`src/hdl/teadec_pkg.sv`:
```
// Shared types, constants and the round mixing function for the TEA block decryptor.
`default_nettype none

package teadec_pkg;

  localparam int unsigned WORD_W    = 32;
  localparam int unsigned CFG_IDX_W = 8;

  typedef logic [WORD_W-1:0]    word_t;
  typedef logic [CFG_IDX_W-1:0] cfg_idx_t;

  // Key schedule constant
  localparam word_t TEA_DELTA = 32'h9E37_79B9;

  // Configuration register indexes
  localparam cfg_idx_t KEY_WORD0_IDX = 8'd0;
  localparam cfg_idx_t KEY_WORD1_IDX = 8'd1;
  localparam cfg_idx_t KEY_WORD2_IDX = 8'd2;
  localparam cfg_idx_t KEY_WORD3_IDX = 8'd3;

  // Feistel mixing term: ((x << 4) + ka) ^ (x + sum) ^ ((x >> 5) + kb), all mod 2^32
  function automatic word_t mix_word(word_t x, word_t sum, word_t ka, word_t kb);
    word_t a;
    word_t b;
    word_t c;
    a = (x << 4) + ka;
    b = x + sum;
    c = (x >> 5) + kb;
    return a ^ b ^ c;
  endfunction

endpackage

`default_nettype wire

```
`src/hdl/teadec_half_round.sv`:
```
// One registered TEA half round: subtract the mix of one word from the other.
`default_nettype none

module teadec_half_round (
  input  wire                  clk_i,
  input  wire                  rst_ni,
  input  wire                  valid_i,
  input  teadec_pkg::word_t    src_i,
  input  teadec_pkg::word_t    dst_i,
  input  teadec_pkg::word_t    sum_i,
  input  teadec_pkg::word_t    key_a_i,
  input  teadec_pkg::word_t    key_b_i,
  output logic                 valid_o,
  output teadec_pkg::word_t    src_o,
  output teadec_pkg::word_t    dst_o
);
  import teadec_pkg::*;

  logic  valid_q;
  word_t src_q;
  word_t dst_q;
  word_t dst_d;

  // Update the destination word from the source word
  assign dst_d = dst_i - mix_word(src_i, sum_i, key_a_i, key_b_i);

  // Advance the valid bit every cycle
  always_ff @(posedge clk_i or negedge rst_ni) begin
    if (!rst_ni) begin
      valid_q <= 1'b0;
    end else begin
      valid_q <= valid_i;
    end
  end

  // Capture payload; no reset needed
  always_ff @(posedge clk_i) begin
    src_q <= src_i;
    dst_q <= dst_d;
  end

  assign valid_o = valid_q;
  assign src_o   = src_q;
  assign dst_o   = dst_q;

endmodule

`default_nettype wire

```
`config.mk`:
```
export PLATFORM = sky130hd
export DESIGN_NAME = teadec_half_round
export DESIGN_NICKNAME = d
export VERILOG_FILES = /design/src/hdl/teadec_pkg.sv /design/src/hdl/teadec_half_round.sv
export SDC_FILE = /design/constraint.sdc
export NUM_CORES = 1
export LEC_CHECK = 0
export CELL_PAD_IN_SITES_DETAIL_PLACEMENT = 0
export CELL_PAD_IN_SITES_GLOBAL_PLACEMENT = 2
export CORE_MARGIN = 2
export CORE_UTILIZATION = 40
export CTS_CLUSTER_SIZE = 28
export DETAILED_ROUTE_END_ITERATION = 10
export DONT_BUFFER_PORTS = 1
export GPL_TIMING_DRIVEN = 0
export PLACE_DENSITY = 0.95
export SLEW_MARGIN = 30
export SYNTH_ARGS = -nofsm -noshare
export SYNTH_HDL_FRONTEND = slang
export SYNTH_SLANG_ARGS = --single-unit
```
`constraint.sdc`:
```
create_clock -name clk_i -period 1.1 [get_ports clk_i]
set_clock_uncertainty 0.05 [all_clocks]
set_input_delay 0.22 -clock clk_i [delete_from_list [all_inputs] [get_ports clk_i]]
set_output_delay 0.22 -clock clk_i [all_outputs]
set_load 0.005 [all_outputs]
```
==> flow_metrics.py, run 1 <==
metrics = {
    "yosys": {
        "yosys.cell_types.count": 72,
        "synth.yosys.seq_area_share": 0.173,
        "count_of_flip_flops_with_a_built_in_enable_after_synthesis": 0,
        "ys.warnings.count": 0,
        "syn_area_per_cell_um2": 8.48,
        "synth_area_um2": 7540,
        "ys_dominant_reg_cell": "dfxtp_1",
        "async_flop_share": 0.0154,
        "synth_cells": 889,
        "synth-seq-cells": 65,
        "synth.net_count": 1172,
    },
    "drt": {
        "postRouteAntennaNets": 0,
        "routedWlPerCell_um": 20.2,
        "drt-pass1-iter-count": 5,
        "detail_route.iter0.violations": 354,
        "vias_per_cell": 5.75,
        "number_of_design_rule_violations_left_after_detail_routing": 0,
        "drt_wl_total_mm": 24.7,
        "num_vias": 7021,
    },
    "sta": {
        "final_setup_viols": 31,
        "period_needed_ns": 4.10,
        "final.setup.worst_slack_ns": -3.00,
        "finalHoldViolations": 0,
        "timing.final.crit_share": 3.72,
        "fmaxAchievable_mhz": 244,
        "timing_worst_slew_pin_value_ns": 0.685,
        "worst_hold_margin_ns": 0.0215,
        "grt_setup_unrepaired": "true",
        "max_transition_viols_final": 0,
        "slew_headroom": 0.538,
    },
    "min_path": {
        "hold_path.startpoint": "dst_i[1]",
        "min_to": "dst_o[1]",
        "holdPathStages": 1,
        "min-delay-path-class": "input pin to flop",
    },
    "power": {
        "power_mw": 22.4,
        "peakVddDrop_uv": 904,
        "cellPowerDensity_nw_per_um2": 2250,
        "static-leakage-power_nw": 4.16,
    },
    "floorplanning": {
        "core_region_area_um2": 18600,
        "die-area_um2": 20000,
        "io_pins": 228,
        "initial_core_util": 0.406,
        "die_height_um": 141,
        "fp.dieW_um": 141,
        "row_count": 50,
    },
    "clock_network": {
        "cts_made_buffers": 9,
        "clock_tree_from_tritoncts": "done",
        "tritoncts_sinks": 65,
        "clock_tree.buffer_depth": 2,
        "worst_setup_hold_path_clk_slew_ns": 0.06,
        "clock-root-buffer": "clkbuf_16",
        "clock_tree.htree_level_count": 3,
    },
    "layout": {
        "commonest_non_fill_non_tap_cell_in_the_layout": "xnor2_1",
        "mostFrequentLayoutCells": "xnor2_1 (134), ha_1 (90), a21oi_1 (66)",
        "fin_nets": 1264,
        "flow.area_growth_from_synthesis_pct": 32.4,
        "finalInstanceArea_um2": 9980,
        "antenna_cells": 0,
        "post_route_cells_drive_above_1_share": 0.253,
    },
    "worst_setup_path": {
        "crit_arrival_ns": 4.32,
        "worst_setup_path_start_kind": "input pin",
        "setup_crit_end_kind": "flop",
        "critPathKind": "input pin to flop",
        "crit_fanout": 5,
        "required_ns": 1.32,
    },
    "place": {
        "post-dp-hpwl_mm": 19.2,
        "port_buffers": 0,
        "routabilityCongestion": 0.913,
        "placed_cell_area_um2": 8220,
    },
    "global_route": {
        "grt_start_max_net_pins": 13,
        "total_gr_overflow": 0,
        "grt_usage": 0.237,
        "initial_antenna_violation_count": 0,
        "grt_first_pass_wirelength_mm": 36.6,
        "grt_pass1_vias": 6773,
    },
    "status": {
        "failing_checks": "negative setup slack",
        "run_status": "finished with violations",
    },
    "job": {
        "max_cap_violations": 0,
    },
}
synth_stat cells, drive strengths merged (4+ instances only):
master,n,area (um2)
a31oi,13,118
nand3,21,110
nand2b,9,56.3
nor2b,7,43.8
xnor2,151,1320
o41ai,5,51.3
dfxtp,64,1280
o31ai,9,82.6
a21oi,100,504
and3,5,31.3
fa,4,80.1
nor2,39,146
nand2,44,165
a21o,61,458
nand4,14,93.8
a2111oi,6,72.6
a211oi,5,42.5
inv,40,150
o21ai,52,264
o211ai,4,35.0
ha,116,1450
nor3,18,106
buf,8,40.0
o21bai,11,86.3
o21a,9,67.6
xor2,28,245
critical path, stage by stage:
cell	delay (ns)
ha_4	0.13
inv_2	0.04
fa_2	0.35
nor2b_2	0.14
o311a_1	0.24
nor3_4	0.07
a211o_4	0.37
o31ai_4	0.28
a31oi_4	0.16
buf_4	0.17
o31ai_1	0.26
a21oi_1	0.15
xnor2_1	0.17
xnor2_1	0.31
ha_1	0.36
a21o_1	0.20
a21o_1	0.17
a21oi_1	0.14
nand2_1	0.09
xnor2_1	0.18
xnor2_1	0.13
per-layer routing:
layer / track usage / up-vias / wire [um]
met5: 0 / - / 0
met4: 0.0532 / 0 / 416
met2: 0.368 / 273 / 11000
li1: - / 3444 / -
met1: 0.331 / 3273 / 11400
met3: 0.0584 / 31 / 1920
registers in the layout (all words and copies together) (netlist names):
| name | cells |
|---|---|
| src_o | 32 |
| valid_o | 1 |
| dst_o | 32 |
how the worst max path moves through the flow:
stage,start,to,slack (ns)
global placement,src_i[0],dst_o[31],-3.81
floorplan,src_i[0],dst_o[31],-3.08
finish,src_i[0],dst_o[31],-3.00
detailed placement,src_i[13],dst_o[31],-3.83
global route,src_i[0],dst_o[31],-3.12
CTS,src_i[0],dst_o[31],-2.92
final cells by class:
class	count	area, um2
buffer	9	72.6
clock buffer	9	225
clock inverter	7	95.1
fill	1691	8600
inverter	40	150
multi-input combinational	774	7120
sequential	65	1310
tap	234	293
timing repair buffer	82	719
kinds of logic (layout without fill, tap and decap cells):
group	Yosys count	in the layout	share of synthesized area
AO/OA/AOI/OAI	301	301	0.270
XOR/XNOR	180	180	0.211
adder cells (fa/ha/maj)	120	120	0.203
buffers and inverters	50	147	0.0262
flip-flops	65	65	0.173
AND/OR/NAND/NOR	173	173	0.116
where the power goes:
part	internal [mW]	total (mW)	switching (mW)
clock	1.99	3.24	1.25
combinational	7.75	15.7	7.97
sequential	3.17	3.48	0.314
total	12.9	22.4	9.54
what timing repair did:
action                                  4_1_cts  5_1_grt
endpoints found under the hold margin        34        0
setup buffers                                30       20
pin swaps                                    52       64
endpoints found under the setup margin       31       31
gates resized for setup                      61       84
hold buffers                                 34        0
metrics by stage:
| step | utilization | setup WS [ns] | std cells | setup TNS, ns |
|---|---|---|---|---|
| after floorplan | - | -3.08 | 889 | -62.86 |
| after global placement | 0.442 | -3.81 | 1123 | -78.83 |
| after detailed placement | 0.442 | -3.83 | 1123 | -79.09 |
| after CTS | 0.506 | -2.92 | 1202 | -61.99 |
| after global routing | 0.537 | -3.12 | 1220 | -67.49 |
| final | 0.537 | -3.00 | 1220 | -63.72 |
No activity file was read; power rests on OpenSTA's default activity.
==> inputs of run 2 (changes only) <==
HOLD_SLACK_MARGIN = 0.15   (was not set)
==> flow_metrics.py, run 2 (synthesis gave the netlist of run 1 again) <==
metrics = {
    "global_route": {
        "initial_antenna_violation_count": 0,
        "global_route.peak_usage_layer": "met2",
        "groute.layer.met3.usage": 0.0584,
        "grt_pass1_vias": 6776,
        "grt_first_pass_wirelength_mm": 36.6,
        "grt_usage": 0.237,
        "gr-usage-met1": 0.332,
        "grt_start_max_net_pins": 13,
        "groute.layer.met2.usage": 0.368,
        "total_gr_overflow": 0,
    },
    "min_path": {
        "hold_path.startpoint": "dst_i[1]",
        "min-delay-path-class": "input pin to flop",
        "holdPathStages": 1,
        "min_to": "dst_o[1]",
    },
    "sta": {
        "max_transition_viols_final": 0,
        "slew_headroom": 0.555,
        "finalHoldViolations": 0,
        "final.setup.worst_slack_ns": -3.00,
        "worst_hold_margin_ns": 0.0199,
        "fmaxAchievable_mhz": 244,
        "timing.final.crit_share": 3.73,
        "period_needed_ns": 4.10,
        "timing_worst_slew_pin_value_ns": 0.659,
        "grt_setup_unrepaired": "true",
        "totalNegativeSetupSlack_ns": -63.87,
        "final_setup_viols": 31,
    },
    "drt": {
        "vias_per_cell": 5.75,
        "num_vias": 7022,
        "drt_wl_total_mm": 24.7,
        "number_of_design_rule_violations_left_after_detail_routing": 0,
        "routedWlPerCell_um": 20.2,
        "postRouteAntennaNets": 0,
        "detail_route.iter0.violations": 366,
        "drt-pass1-iter-count": 5,
    },
    "status": {
        "failing_checks": "negative setup slack",
        "run_status": "finished with violations",
    },
    "worst_setup_path": {
        "setup_crit_end_kind": "flop",
        "worst_setup_path_start_kind": "input pin",
        "critPathKind": "input pin to flop",
        "cp_common_cell": "xnor2_1",
        "timing.critical_path.cells": "ha_4, inv_2, fa_2, nor2b_2, o311a_1, nor3_4, a211o_4, o31ai_4, a31oi_4, buf_4, o31ai_1, a21oi_1, xnor2_1, xnor2_1, ha_1, a21o_1, a21o_1, a21oi_1, nand2_1, xnor2_1, xnor2_1",
        "worst-path-buf-inv": 2,
        "crit_arrival_ns": 4.33,
        "critical-path-slowest-cell": "a211o_4",
        "family_with_the_most_delay_on_the_worst_path": "compound AO/OA/AOI/OAI gates",
        "required_ns": 1.33,
        "critical-path-max-stage-delay_ns": 0.37,
        "crit_fanout": 5,
    },
    "floorplanning": {
        "die-area_um2": 20000,
        "die_height_um": 141,
        "io_pins": 228,
        "row_count": 50,
        "core_region_area_um2": 18600,
        "initial_core_util": 0.406,
        "fp.dieW_um": 141,
    },
    "layout": {
        "commonest_non_fill_non_tap_cell_in_the_layout": "xnor2_1",
        "fin_nets": 1265,
        "finalInstanceArea_um2": 9990,
        "mostFrequentLayoutCells": "xnor2_1 (134), ha_1 (90), a21oi_1 (66)",
        "flow.area_growth_from_synthesis_pct": 32.5,
        "final.fill_count": 1691,
        "antenna_cells": 0,
        "post_route_cells_drive_above_1_share": 0.252,
        "final_core_utilization": 0.538,
    },
    "clock_network": {
        "cts_made_buffers": 9,
        "tritoncts_sinks": 65,
        "clock_tree_from_tritoncts": "done",
        "clock_tree.buffer_depth": 2,
        "worst_setup_hold_path_clk_slew_ns": 0.06,
        "clock_tree.htree_level_count": 3,
        "clock-root-buffer": "clkbuf_16",
        "post_cts_hold_buffer_count": 35,
    },
    "place": {
        "port_buffers": 0,
        "routabilityCongestion": 0.913,
        "post-dp-hpwl_mm": 19.2,
        "placed_cell_area_um2": 8220,
    },
    "power": {
        "peakVddDrop_uv": 905,
        "cellPowerDensity_nw_per_um2": 2250,
        "power_mw": 22.5,
        "static-leakage-power_nw": 4.17,
    },
    "job": {
        "max_cap_violations": 0,
    },
}
[run 2: cell type report]
class / count / area, um2 / area share
inverters: 40 / 150 / 0.0150
clock buffers: 9 / 225 / 0.0225
clock inverters: 7 / 95.1 / 0.00952
plain buffers: 9 / 72.6 / 0.00726
repair buffers: 83 / 729 / 0.0730
well taps: 234 / 293 / 0.0293
flip-flops and latches: 65 / 1310 / 0.131
multi-input cells: 774 / 7120 / 0.713
[run 2: power breakdown]
| part | internal [mW] | leakage, nW | total, mW | switching (mW) |
|---|---|---|---|---|
| sequential | 3.17 | 0.552 | 3.48 | 0.314 |
| combinational | 7.75 | 3.46 | 15.7 | 7.97 |
| clock | 1.99 | 0.155 | 3.24 | 1.26 |
| total | 12.9 | 4.17 | 22.5 | 9.54 |
[run 2: stage by stage]
stage	instances	setup WS, ns
finish	1221	-3.00
CTS	1203	-2.92
detailed placement	1123	-3.83
global placement	1123	-3.81
floorplan	889	-3.08
global route	1221	-3.12
[run 2: layer usage]
layer / wire (um) / vias up / share of wire
met2: 11000 / 258 / 0.45
met4: 417 / 0 / 0.017
li1: - / 3446 / -
met3: 1750 / 31 / 0.071
met5: 0 / - / 0
met1: 11500 / 3287 / 0.47
[run 2: repair_timing]
action / CTS / global route
cloned: 0 / 0
pin swaps: 52 / 64
endpoints found under the hold margin: 42 / 6
setup endpoints to repair: 31 / 31
setup buffers: 30 / 20
resized for setup: 61 / 84
[run 2: how the worst max path moves through the flow]
stage / depth (start not counted) / startpoint / end / slack (ns)
after global placement: 22 / src_i[0] / dst_o[31] / -3.81
after global routing: 23 / src_i[0] / dst_o[31] / -3.12
final: 21 / src_i[0] / dst_o[31] / -3.00
after floorplan: 23 / src_i[0] / dst_o[31] / -3.08
after detailed placement: 22 / src_i[13] / dst_o[31] / -3.83
after CTS: 23 / src_i[0] / dst_o[31] / -2.92
